**config.mk**
```make
export PLATFORM = sky130hd
export DESIGN_NAME = source_map_mapping_decoder_top_flat
export DESIGN_NICKNAME = d
export VERILOG_FILES = /design/src/hdl/smmd_pkg.sv /design/src/hdl/smmd_req_if.sv /design/src/hdl/smmd_rsp_if.sv /design/src/hdl/source_map_mapping_decoder_top.sv /design/src/hdl/smmd_core.sv /design/src/hdl/smmd_rsp_queue.sv /design/src/flat_wrapper.sv
export SDC_FILE = /design/constraint.sdc
export NUM_CORES = 2
export LEC_CHECK = 0
export ABC_AREA = 1
export BUFFER_PORTS_ARGS = -buffer_cell sky130_fd_sc_hd__buf_2
export CAP_MARGIN = 15
export CORE_UTILIZATION = 48
export DETAILED_ROUTE_END_ITERATION = 6
export SLEW_MARGIN = 25
export SYNTH_ARGS = -nofsm -noshare
export SYNTH_HDL_FRONTEND = slang
export SYNTH_HIERARCHICAL = 1
export SYNTH_SLANG_ARGS = --single-unit
```
**constraint.sdc**
```tcl
create_clock -name clock -period 11.08 [get_ports clock]
set_input_delay 0.554 -clock clock [delete_from_list [all_inputs] [get_ports clock]]
set_output_delay 0.554 -clock clock [all_outputs]
set_load 0.02 [all_outputs]
```
**src/hdl/smmd_pkg.sv**
```systemverilog
package smmd_pkg;

   // Delimiters and base64 alphabet anchors
   localparam logic [7:0] CHAR_COMMA   = 8'h2C;
   localparam logic [7:0] CHAR_SEMI    = 8'h3B;
   localparam logic [7:0] CHAR_UPPER_A = 8'h41;
   localparam logic [7:0] CHAR_UPPER_Z = 8'h5A;
   localparam logic [7:0] CHAR_LOWER_A = 8'h61;
   localparam logic [7:0] CHAR_LOWER_Z = 8'h7A;
   localparam logic [7:0] CHAR_ZERO    = 8'h30;
   localparam logic [7:0] CHAR_NINE    = 8'h39;
   localparam logic [7:0] CHAR_PLUS    = 8'h2B;
   localparam logic [7:0] CHAR_SLASH   = 8'h2F;

   localparam logic [6:0] DIGIT_LOWER_BASE = 7'd26;
   localparam logic [6:0] DIGIT_NUM_BASE   = 7'd52;
   localparam logic [6:0] DIGIT_PLUS       = 7'd62;
   localparam logic [6:0] DIGIT_SLASH      = 7'd63;
   localparam logic [6:0] NO_DIGIT         = 7'd64;

   // VLQ shift handling
   localparam int SHIFT_LIMIT = 32;
   localparam int SHIFT_MAX   = 35;
   localparam int DIGIT_STEP  = 5;

   // Segment value counts
   localparam int SEG_VALUES     = 5;
   localparam int COUNT_MAX      = 6;
   localparam int COUNT_COL_ONLY = 1;
   localparam int COUNT_SHORT    = 4;
   localparam int COUNT_FULL     = 5;

   // Result queue depth, power of two, at least 4
   localparam int RSP_DEPTH = 4;

   localparam logic KIND_RECORD = 1'b0;
   localparam logic KIND_REPORT = 1'b1;

   typedef enum logic [2:0] {
      STATUS_OK,
      STATUS_BAD_CHAR,
      STATUS_OPEN_DIGIT,
      STATUS_EMPTY_SEG,
      STATUS_BAD_COUNT
   } status_type;

   typedef struct packed {
      logic [31:0] gen_row;
      logic [31:0] gen_col;
      logic [31:0] src_index;
      logic [31:0] src_row;
      logic [31:0] src_col;
      logic [31:0] name_index;
   } pos_type;

   typedef struct packed {
      logic       kind;
      pos_type    pos;
      status_type status;
      logic       final_item;
   } result_type;

   // Up to two results per character: a record, then the end-of-text report
   typedef struct packed {
      logic       rec_valid;
      result_type rec;
      logic       rpt_valid;
      result_type rpt;
   } push_type;

   function automatic logic [6:0] b64_digit(input logic [7:0] c);
      logic [6:0] d;
      d = NO_DIGIT;
      if (c >= CHAR_UPPER_A && c <= CHAR_UPPER_Z) begin
         d = 7'(c - CHAR_UPPER_A);
      end else if (c >= CHAR_LOWER_A && c <= CHAR_LOWER_Z) begin
         d = 7'(c - CHAR_LOWER_A) + DIGIT_LOWER_BASE;
      end else if (c >= CHAR_ZERO && c <= CHAR_NINE) begin
         d = 7'(c - CHAR_ZERO) + DIGIT_NUM_BASE;
      end else if (c == CHAR_PLUS) begin
         d = DIGIT_PLUS;
      end else if (c == CHAR_SLASH) begin
         d = DIGIT_SLASH;
      end
      return d;
   endfunction

endpackage

```
**src/hdl/smmd_req_if.sv**
```systemverilog
interface smmd_req_if;
   logic       valid;
   logic       ready;
   logic [7:0] char_code;
   logic       end_of_text;

   modport source (output valid, char_code, end_of_text, input ready);
   modport sink (input valid, char_code, end_of_text, output ready);
endinterface

```
**src/hdl/smmd_rsp_if.sv**
```systemverilog
interface smmd_rsp_if;
   logic               valid;
   logic               ready;
   logic               kind;
   logic signed [31:0] gen_row;
   logic signed [31:0] gen_col;
   logic signed [31:0] src_index;
   logic signed [31:0] src_row;
   logic signed [31:0] src_col;
   logic signed [31:0] name_index;
   logic [2:0]         status;
   logic               final_item;

   modport source (output valid, kind, gen_row, gen_col, src_index, src_row, src_col,
                   name_index, status, final_item, input ready);
   modport sink (input valid, kind, gen_row, gen_col, src_index, src_row, src_col,
                 name_index, status, final_item, output ready);
endinterface

```
**src/hdl/source_map_mapping_decoder_top.sv**
```systemverilog
// Source map mappings decoder.
// req_chan carries one byte of the mappings text per transfer (char_code) and
// end_of_text on the last byte. rsp_chan carries mapping records (kind 0) with
// absolute positions and, after the last byte, one end-of-text report (kind 1,
// final_item 1) with the running position and the first error status.
// A result is written into the result queue when its byte is taken and is
// offered from the queue head; when the last byte also closes a mapping,
// the record comes first and the report after it.
// Throughput: one byte per cycle while the queue has room. The decode of a
// byte is one pass through the digit table, the VLQ shift-add and the position
// adders in smmd_core, written into a four-entry result queue. req_chan.ready is
// high while the queue holds at most two results, so a record plus report always fits.
// Reset (synchronous) clears positions, digit and segment state, the error
// status and the queue. State also returns to reset after every end of text.
// When the receiver stalls, results wait in the queue; bytes keep being
// taken until the queue has no room for two more results.
module source_map_mapping_decoder_top (
   input logic       clock,
   input logic       reset,
   smmd_req_if.sink  req_chan,
   smmd_rsp_if.source rsp_chan
);
   import smmd_pkg::*;

   push_type push;
   logic     room;
   logic     accept;

   // Take a byte only when the queue can hold what it may produce
   assign req_chan.ready = room;
   assign accept         = req_chan.valid && req_chan.ready;

   smmd_core u_core (
      .clock       (clock),
      .reset       (reset),
      .accept      (accept),
      .char_code   (req_chan.char_code),
      .end_of_text (req_chan.end_of_text),
      .push        (push)
   );

   smmd_rsp_queue u_queue (
      .clock    (clock),
      .reset    (reset),
      .push     (push),
      .room     (room),
      .rsp_chan (rsp_chan)
   );

endmodule

```
**src/hdl/smmd_core.sv**
```systemverilog
module smmd_core (
   input  logic               clock,
   input  logic               reset,
   input  logic               accept,
   input  logic [7:0]         char_code,
   input  logic               end_of_text,
   output smmd_pkg::push_type push
);
   import smmd_pkg::*;

   pos_type     pos_ff, pos_in;
   logic [31:0] acc_ff, acc_in;
   logic [5:0]  shift_ff, shift_in;
   logic        pending_ff, pending_in;
   logic [31:0] vals_ff [SEG_VALUES];
   logic [31:0] vals_in [SEG_VALUES];
   logic [2:0]  count_ff, count_in;
   logic        nonempty_ff, nonempty_in;
   status_type  err_ff, err_in;

   logic [6:0]  digit;
   logic        is_digit, is_comma, is_semi, close_go, clear_seg;
   logic [31:0] acc_sum, mag, value;

   always_comb begin
      digit    = b64_digit(char_code);
      is_digit = (digit != NO_DIGIT);
      is_comma = (char_code == CHAR_COMMA);
      is_semi  = (char_code == CHAR_SEMI);

      pos_in      = pos_ff;
      acc_in      = acc_ff;
      shift_in    = shift_ff;
      pending_in  = pending_ff;
      vals_in     = vals_ff;
      count_in    = count_ff;
      nonempty_in = nonempty_ff;
      err_in      = err_ff;
      push        = '0;
      close_go    = 1'b0;
      clear_seg   = 1'b0;

      // Groups at shift 32 or more add nothing
      acc_sum = acc_ff + ((shift_ff < 6'(SHIFT_LIMIT)) ?
                          (32'(digit[4:0]) << shift_ff[4:0]) : 32'd0);
      mag     = {1'b0, acc_sum[31:1]};
      value   = acc_sum[0] ? (32'd0 - mag) : mag;

      if (accept) begin
         if (err_ff == STATUS_OK) begin
            if (is_comma) begin
               if (!nonempty_ff) err_in = STATUS_EMPTY_SEG;
            end else if (!is_semi) begin
               if (!is_digit) begin
                  err_in = STATUS_BAD_CHAR;
               end else begin
                  nonempty_in = 1'b1;
                  acc_in      = acc_sum;
                  if (digit[5]) begin
                     shift_in   = (shift_ff > 6'(SHIFT_MAX - DIGIT_STEP)) ?
                                  6'(SHIFT_MAX) : shift_ff + 6'(DIGIT_STEP);
                     pending_in = 1'b1;
                  end else begin
                     if (count_ff < 3'(SEG_VALUES)) vals_in[count_ff] = value;
                     if (count_ff < 3'(COUNT_MAX)) count_in = count_ff + 3'd1;
                     acc_in     = '0;
                     shift_in   = '0;
                     pending_in = 1'b0;
                  end
               end
            end
         end

         // Close the open segment at a delimiter or at end of text
         close_go = (err_in == STATUS_OK) && nonempty_in &&
                    (is_comma || is_semi || end_of_text);
         if (close_go) begin
            if (pending_in) begin
               err_in = STATUS_OPEN_DIGIT;
            end else if (count_in == 3'(COUNT_COL_ONLY)) begin
               pos_in.gen_col = pos_ff.gen_col + vals_in[0];
               clear_seg      = 1'b1;
            end else if (count_in == 3'(COUNT_SHORT) || count_in == 3'(COUNT_FULL)) begin
               pos_in.gen_col   = pos_ff.gen_col + vals_in[0];
               pos_in.src_index = pos_ff.src_index + vals_in[1];
               pos_in.src_row   = pos_ff.src_row + vals_in[2];
               pos_in.src_col   = pos_ff.src_col + vals_in[3];
               if (count_in == 3'(COUNT_FULL)) begin
                  pos_in.name_index = pos_ff.name_index + vals_in[4];
               end
               push.rec_valid = 1'b1;
               push.rec       = '{kind: KIND_RECORD, pos: pos_in, status: STATUS_OK,
                                  final_item: 1'b0};
               clear_seg      = 1'b1;
            end else begin
               err_in = STATUS_BAD_COUNT;
            end
         end
         if (clear_seg) begin
            acc_in      = '0;
            shift_in    = '0;
            pending_in  = 1'b0;
            count_in    = '0;
            nonempty_in = 1'b0;
         end

         // Advance the generated row
         if (is_semi && err_in == STATUS_OK) begin
            pos_in.gen_row = pos_in.gen_row + 32'd1;
            pos_in.gen_col = '0;
         end

         if (end_of_text) begin
            push.rpt_valid = 1'b1;
            push.rpt       = '{kind: KIND_REPORT, pos: pos_in, status: err_in,
                               final_item: 1'b1};
            pos_in         = '0;
            acc_in         = '0;
            shift_in       = '0;
            pending_in     = 1'b0;
            count_in       = '0;
            nonempty_in    = 1'b0;
            err_in         = STATUS_OK;
         end
      end
   end

   always_ff @(posedge clock) begin
      if (reset) begin
         pos_ff      <= '0;
         acc_ff      <= '0;
         shift_ff    <= '0;
         pending_ff  <= 1'b0;
         count_ff    <= '0;
         nonempty_ff <= 1'b0;
         err_ff      <= STATUS_OK;
      end else begin
         pos_ff      <= pos_in;
         acc_ff      <= acc_in;
         shift_ff    <= shift_in;
         pending_ff  <= pending_in;
         count_ff    <= count_in;
         nonempty_ff <= nonempty_in;
         err_ff      <= err_in;
      end
   end

   always_ff @(posedge clock) begin
      vals_ff <= vals_in;
   end

   a_eot_clears: assert property (@(posedge clock) disable iff (reset)
      accept && end_of_text |=> err_ff == STATUS_OK && !nonempty_ff && count_ff == 3'd0)
      else $error("state not cleared after end of text");

   a_push_on_accept: assert property (@(posedge clock) disable iff (reset)
      !accept |-> !push.rec_valid && !push.rpt_valid)
      else $error("result pushed without an accepted character");

   a_no_record_after_error: assert property (@(posedge clock) disable iff (reset)
      push.rec_valid |-> err_ff == STATUS_OK)
      else $error("mapping record emitted after an error");

endmodule

```
**src/hdl/smmd_rsp_queue.sv**
```systemverilog
module smmd_rsp_queue (
   input  logic               clock,
   input  logic               reset,
   input  smmd_pkg::push_type push,
   output logic               room,
   smmd_rsp_if.source         rsp_chan
);
   import smmd_pkg::*;

   localparam int PtrW = $clog2(RSP_DEPTH);

   result_type        slots [RSP_DEPTH];
   result_type        head_item;
   logic [PtrW-1:0]   head_ff, head_in, tail_ff, tail_in, second_slot;
   logic [PtrW:0]     count_ff, count_in;
   logic              pop;

   always_comb begin
      pop         = rsp_chan.valid && rsp_chan.ready;
      second_slot = push.rec_valid ? PtrW'(tail_ff + 1'b1) : tail_ff;
      tail_in     = tail_ff + PtrW'(push.rec_valid) + PtrW'(push.rpt_valid);
      head_in     = head_ff + PtrW'(pop);
      count_in    = count_ff + (PtrW+1)'(push.rec_valid) + (PtrW+1)'(push.rpt_valid)
                    - (PtrW+1)'(pop);
      // Keep space for a record and a report
      room        = (count_ff <= (PtrW+1)'(RSP_DEPTH - 2));
      head_item   = slots[head_ff];
   end

   always_ff @(posedge clock) begin
      if (push.rec_valid) slots[tail_ff] <= push.rec;
      if (push.rpt_valid) slots[second_slot] <= push.rpt;
   end

   always_ff @(posedge clock) begin
      if (reset) begin
         head_ff  <= '0;
         tail_ff  <= '0;
         count_ff <= '0;
      end else begin
         head_ff  <= head_in;
         tail_ff  <= tail_in;
         count_ff <= count_in;
      end
   end

   assign rsp_chan.valid      = (count_ff != '0);
   assign rsp_chan.kind       = head_item.kind;
   assign rsp_chan.gen_row    = head_item.pos.gen_row;
   assign rsp_chan.gen_col    = head_item.pos.gen_col;
   assign rsp_chan.src_index  = head_item.pos.src_index;
   assign rsp_chan.src_row    = head_item.pos.src_row;
   assign rsp_chan.src_col    = head_item.pos.src_col;
   assign rsp_chan.name_index = head_item.pos.name_index;
   assign rsp_chan.status     = head_item.status;
   assign rsp_chan.final_item = head_item.final_item;

   a_count_bound: assert property (@(posedge clock) disable iff (reset)
      count_ff <= (PtrW+1)'(RSP_DEPTH))
      else $error("result queue count out of range");

   a_push_has_room: assert property (@(posedge clock) disable iff (reset)
      push.rec_valid || push.rpt_valid |-> room)
      else $error("push into result queue without room");

   a_report_lands: assert property (@(posedge clock) disable iff (reset)
      push.rpt_valid && !pop |=> count_ff != '0)
      else $error("end of text report lost");

endmodule

```
**src/flat_wrapper.sv**
```systemverilog
// flat-port wrapper written by rule: the top's interface ports become plain ports
module source_map_mapping_decoder_top_flat import smmd_pkg::*;
  (clock, reset, req_chan_valid, req_chan_char_code, req_chan_end_of_text, req_chan_ready, rsp_chan_valid, rsp_chan_kind, rsp_chan_gen_row, rsp_chan_gen_col, rsp_chan_src_index, rsp_chan_src_row, rsp_chan_src_col, rsp_chan_name_index, rsp_chan_status, rsp_chan_final_item, rsp_chan_ready);
  smmd_req_if req_chan_i ();
  smmd_rsp_if rsp_chan_i ();
  input logic clock;
  input logic reset;
  input wire logic [$bits(req_chan_i.valid)-1:0] req_chan_valid;
  input wire logic [$bits(req_chan_i.char_code)-1:0] req_chan_char_code;
  input wire logic [$bits(req_chan_i.end_of_text)-1:0] req_chan_end_of_text;
  output wire logic [$bits(req_chan_i.ready)-1:0] req_chan_ready;
  output wire logic [$bits(rsp_chan_i.valid)-1:0] rsp_chan_valid;
  output wire logic [$bits(rsp_chan_i.kind)-1:0] rsp_chan_kind;
  output wire logic [$bits(rsp_chan_i.gen_row)-1:0] rsp_chan_gen_row;
  output wire logic [$bits(rsp_chan_i.gen_col)-1:0] rsp_chan_gen_col;
  output wire logic [$bits(rsp_chan_i.src_index)-1:0] rsp_chan_src_index;
  output wire logic [$bits(rsp_chan_i.src_row)-1:0] rsp_chan_src_row;
  output wire logic [$bits(rsp_chan_i.src_col)-1:0] rsp_chan_src_col;
  output wire logic [$bits(rsp_chan_i.name_index)-1:0] rsp_chan_name_index;
  output wire logic [$bits(rsp_chan_i.status)-1:0] rsp_chan_status;
  output wire logic [$bits(rsp_chan_i.final_item)-1:0] rsp_chan_final_item;
  input wire logic [$bits(rsp_chan_i.ready)-1:0] rsp_chan_ready;
  assign req_chan_i.valid = req_chan_valid;
  assign req_chan_i.char_code = req_chan_char_code;
  assign req_chan_i.end_of_text = req_chan_end_of_text;
  assign req_chan_ready = req_chan_i.ready;
  assign rsp_chan_valid = rsp_chan_i.valid;
  assign rsp_chan_kind = rsp_chan_i.kind;
  assign rsp_chan_gen_row = rsp_chan_i.gen_row;
  assign rsp_chan_gen_col = rsp_chan_i.gen_col;
  assign rsp_chan_src_index = rsp_chan_i.src_index;
  assign rsp_chan_src_row = rsp_chan_i.src_row;
  assign rsp_chan_src_col = rsp_chan_i.src_col;
  assign rsp_chan_name_index = rsp_chan_i.name_index;
  assign rsp_chan_status = rsp_chan_i.status;
  assign rsp_chan_final_item = rsp_chan_i.final_item;
  assign rsp_chan_i.ready = rsp_chan_ready;
  source_map_mapping_decoder_top u_core (.clock(clock), .reset(reset), .req_chan(req_chan_i), .rsp_chan(rsp_chan_i));
endmodule
```
After elaboration in Yosys (flattened, before gate mapping)
Memory sizes are Yosys's and may differ from the RTL's. A register that Yosys moved wholly into a read port is not among the register bits.
Cells that the tools add are included.
{ "classes": {"addsub": 22, "n_lt_le_gt_ge": 13, "n_eq_ne": 10, "shifts": 1, "muxes": 93, "n_bitwise": 1, "reduce_logical": 19} }
{ "op_table": {"columns": ["op", "count"], "rows": [
  ["$mux 160", 10],
  ["$mux 198", 5],
  ["$mux 396", 1],
  ["$mux 32", 12],
  ["$add 32x32->32", 6],
  ["$mux 192", 1],
  ["$bwmux 160", 1],
  ["$mux 128", 1],
  ["$demux 32 s3", 1],
  ["$mux 64", 1],
  ["$mux 3", 21],
  ["$mux 6", 8],
  ["$mux 7", 5],
  ["$add 32x1->32 const B", 1],
  ["$eq 8x6->1 const B", 4],
  ["$shl 5x5->32", 1],
  ["$sub 1x31->32 const A", 1],
  ["$mux 1", 24],
  ["$ge 8x7->1 const B", 2],
  ["$le 8x7->1 const B", 2],
  ["$sub 7x7->7 const B", 2],
  ["$logic_and 1x1->1", 9],
  ["$logic_not 3->1", 3],
  ["$reduce_bool 3->1", 3],
  ["25 further kinds", 34]
]} }
{ "word_totals": {"ff_bits": 405, "ramBits": 788, "in_bits": 13, "out_inout_bits": 199, "word_cells": 180, "n_memories": 1} }
{ "memory_table": {"columns": ["memory", "depth", "width", "read_ports", "rd_clocked_by_memory_dff", "wr", "line_no", "text"], "rows": [
  ["u_core.u_queue.slots", 4, 197, 1, 1, 2, "smmd_rsp_queue.sv:12", "result_type slots [RSP_DEPTH];"]
]} }

Longest topological paths before layout
{ "logic_depth": {"word_depth": 31, "ltp_mapped": 57, "ltp_nobuf": 57} }

By module
The synthesis kept the hierarchy.
{ "by_module_without_submodules": {"columns": ["module", "instances", "cells_per_inst", "area_per_inst_um2", "seq_area_each_um2"], "rows": [
  ["smmd_rsp_queue", 1, 4598, 40536.4, 23802.8],
  ["smmd_core", 1, 5108, 33101.7, 9569.2],
  ["source_map_mapping_decoder_top", 1, 2, 7.5, 0.0]
]} }

Worst setup path after synthesis
OpenSTA, ideal clock, no wires.
{ "synth_timing": {"path_type": "register to register", "startpoint": "register u_core.u_queue.count_ff[1]", "endpoint": "memory u_core/u_queue/slots[1][0] (netlist name), enable pin", "setup_ps": 1573, "t_arrival_ps": 8794, "required_time_ps": 9507, "slack_ps": 713, "stages_incl_launch_ff": 18, "n_path_buf": 5, "synth_period_minus_slack_ps": 10367, "path_cell_list": "dfxtp_1 -> inv_1 -> ha_1 -> a31o_2 -> nand2_1 -> inv_1 -> clkbuf_1 -> clkinv_1 -> nor2_2 -> buf_6 -> inv_4 -> nand2_1 -> nand2_2 -> buf_6 -> nand3_4 -> buf_2 -> buf_2 -> nand2_1"} }
{ "synth_lines": {"columns": ["element", "line_no", "text"], "rows": [
  ["from (decl)", "smmd_rsp_queue.sv:15", "logic [PtrW:0] count_ff, count_in;"],
  ["from (signal assigned)", "smmd_rsp_queue.sv:43", "count_ff <= count_in;"],
  ["to (decl)", "smmd_rsp_queue.sv:12", null]
]} }

==> impl_results.md <==
- Hold slack: 295 ps
- Area of the multi-input gates: 35600 µm²
- Cell with the most instances after synthesis: sky130_fd_sc_hd__nand2_1
- Routability congestion estimate from global placement: around 0.93
- Count of TritonRoute iterations in the first routing pass: 6
- Top delay family on crit path: simple AND/OR/NAND/NOR gates
- Maximum fanout count along the critical path: 10
- Post-synth EDFFs: 948
- Post-synthesis async set-or-reset flop share: 0%
- Violation count after the first detailed-route iteration: 6947
- Count of cell types in the netlist: 66
- Fraction of layout instances using a drive strength above 1: 6.89%
- Synthesized instance count: 9708
- P per Cell Area: 204 nW/µm²
- Number of buffers and inverters on the critical path: 6
- Post-route DRC violation count: 0
- Final worst-path cycle share: 81.7%
- Net count reported at finish: about 9800
- IO Port Bufs: 211
- Number of pins exceeding their max-slew limit in the final report: 0
- Portion of synthesized cell area occupied by the leading cell type: ~39%
- Peak VDD IR: 0.000184 V
- GR Overflow Total: 0
- Post-synth top area cell: sky130_fd_sc_hd__edfxtp_1
- Number of buffers between clock root and the deepest sink: 3
- CP max-delay cell: sky130_fd_sc_hd__xor2_1
- Wire length per cell after detailed routing: approximately 22 µm
- Cell area after synthesis: between 70000 and 80000 µm²
- Launching element type of the critical path: primary input
- Number of placement rows: 143
- Slowest Stage Delay on Critical Path: 830 ps
- Via count of the first global-routing pass: 64900
- Wire length of the first global-routing pass: 391000 µm
- Sequential Area: 33400 µm²
- Number of H-tree levels: 4
- Hold buffer count at cts: 0
- Resized cells post-CTS: 0
- Setup Viol. Count Final: 0
- Result of the run: completed
- Final-layout setup total negative slack: 0 ps
- Worst-skew pair later-pin latency: roughly 800 ps
- CP most frequent cell: sky130_fd_sc_hd__nand2_1
- Std-Cell Core Area: 152000 µm²
- Total of flip-flops plus latches after synthesis: roughly 1200
- Arrival time at the worst endpoint: 9680 ps
- Filler instances: between 10000 and 15000
- Area grow syn2layout: 9.47%
- Average footprint of a synthesized cell: 7.59 µm²
- Detailed-placement wirelength estimate: ~160000 µm
- Worst-case headroom to the max-slew limit: 14.9%
- Area of the die: 155000 µm²
- Total Routing Usage GR: 32.5%
- Highest achievable clock rate: ~0.11 GHz
- Max cap viols: 0
- CTS tree: done
- Height of the die: roughly 390 µm
- Slew at the pin with the worst max-slew slack: ~1300 ps
- Via count of the routed design: just under 70000
- Critical path endpoint category: register
- Clock tree root driver cell: sky130_fd_sc_hd__clkbuf_16
- ANT nets after route: 0
- Fin Clk Skew: roughly 36 ps
- Crit path required time: around 12000 ps
- Number of buffers inserted by post-CTS setup repair: 0
- Leak Pwr: approximately 33 nW
- Initial antenna violation count: 13
- Dominant cells by area after synthesis: sky130_fd_sc_hd__edfxtp_1, sky130_fd_sc_hd__nand2_1, sky130_fd_sc_hd__dfxtp_1
- Post-layout minimum cycle time: 9050 ps
- Commonest cells post-synth: sky130_fd_sc_hd__nand2_1, sky130_fd_sc_hd__nor2_1, sky130_fd_sc_hd__edfxtp_1, sky130_fd_sc_hd__o21ai_0, sky130_fd_sc_hd__inv_1
- Startpoint-to-endpoint class of the critical path: in -> reg
- Post-synthesis sequential area ratio: 45.3%
- Die extent in x: 394 µm
- Maximum number of pins on one net before global-route repair: 194
- Total detailed-routing wirelength: 259000 µm
- Synth warnings: 6
- Hold violation total from the final report: 0
- Clock transition at the registers of the reported paths: 60 ps
- Initial core utilization: 48.4%
- Unrepaired setup endpoints after global routing: false
- Top-level port count: roughly 210
- Number of CTS-inserted buffers: 142
- Count of clock tree sinks: 1193
- Post-DR vias/cell: 5.85
- Main synth FF type: sky130_fd_sc_hd__edfxtp_1
- Hold crit path type: in -> reg
[cell families (layout without fill, tap and decap cells)]
logic type / count (synthesis) / after routing / synth area share [%]
xor gates and xnor gates: 176 / 176 / 2.09
DFF: 1193 / 1193 / 45.3
adders and majority gates: 228 / 228 / 3.97
AOI/OAI and AO/OA: 1617 / 1617 / 11.9
and+or+nand+nor: 5295 / 5295 / 29.9
other: 1 / 10 / 0.00509
buffers and inverters: 1183 / 1153 / 6.59
muxes: 15 / 15 / 0.204
[where the power goes]
part           switching (W)  total (W)  leakage, nW  internal, W
sequential          0.000169    0.00548         10.6      0.00531
clock                0.00197    0.00474         2.30      0.00278
combinational        0.00471    0.00620         19.7      0.00149
[worst register-to-register path: cells and delay by family (launching register included)]
family	cells	cell delay [ps]
AO/OA/AOI/OAI	2	930
adder cells (fa/ha/maj)	3	1140
XOR/XNOR	3	1440
flip-flops	1	530
AND/OR/NAND/NOR	30	3920
buffers and inverters	3	590
[final cells by class]
cell class / instances / share of cell area [%]
sequential: 1193 / 41.4
multi-input combinational: 7336 / 44.2
clock buffer: 196 / 4.92
inverter: 573 / 2.72
antenna: 5 / 0.0155
timing repair buffer: 317 / 2.73
tap: 2030 / 3.15
clock inverter: 67 / 0.885
[layer usage]
metal,vias up,routed length (µm),GRT usage [%]
li1,32400,-,-
met1,32500,108000,43.6
met2,3198,119000,52.7
met3,542,22000,4.63
met4,10,9510,13.0
met5,-,89,0
[layout by cell type, fill, tap and decap left out, drive strengths merged, types with 18 or more instances in the layout]
| cell type | n |
|---|---|
| nand2 | 3274 |
| nor2 | 1089 |
| edfxtp | 948 |
| o21ai | 812 |
| inv | 576 |
| nand4 | 462 |
| a21oi | 448 |
| buf | 316 |
| nand3 | 270 |
| dfxtp | 245 |
| ha | 219 |
| o22ai | 213 |
| clkbuf | 197 |
| xor2 | 125 |
| or2 | 100 |
| nor3 | 64 |
| xnor2 | 51 |
| clkinv | 51 |
| o21a | 40 |
| a21boi | 26 |
| o21bai | 18 |
[registers in the layout, indices dropped and copies added (netlist names)]
signal,cells
u_core/u_core/count_ff,3
u_core/u_core/vals_ff,160
u_core/u_core/pos_ff,192
u_core/u_core/shift_ff,6
u_core/u_core/nonempty_ff,1
u_core/u_queue/count_ff,3
u_core/u_core/pending_ff,1
u_core/u_core/err_ff,3
u_core/u_queue/slots,788
u_core/u_queue/tail_ff,2
u_core/u_queue/head_ff,2
u_core/u_core/acc_ff,32
[through the flow]
| stage | worst slack (ps) | std cells | cell area [µm²] | utilization [%] | total power, W |
|---|---|---|---|---|---|
| floorplan | 713 | 9712 | 73700 | - | 0.00937 |
| global route | 1260 | 11700 | 80600 | 53.0 | 0.0171 |
| global placement | 1200 | 11400 | 75800 | 49.8 | 0.0116 |
| finish | 2030 | 11700 | 80600 | 53.0 | 0.0164 |
| CTS | 2210 | 11700 | 80500 | 52.9 | 0.0164 |
| detailed placement | 1430 | 11400 | 75800 | 49.9 | 0.0117 |
[final timing paths]
path / cells after the start / to / from / slack, ps
max: 44 / u_core/u_queue/slots[2][95] / req_chan_char_code[2] / 2030
min: 5 / u_core/u_queue/head_ff[0] / rsp_chan_ready / 300
max reg2reg: 41 / u_core/u_queue/slots[2][163] / u_core/u_core/shift_ff[3] / 2400
min reg2reg: 2 / u_core/u_core/pos_ff[176] / u_core/u_core/pos_ff[176] / 470
Note: power is estimated with default switching activity, not from simulation.
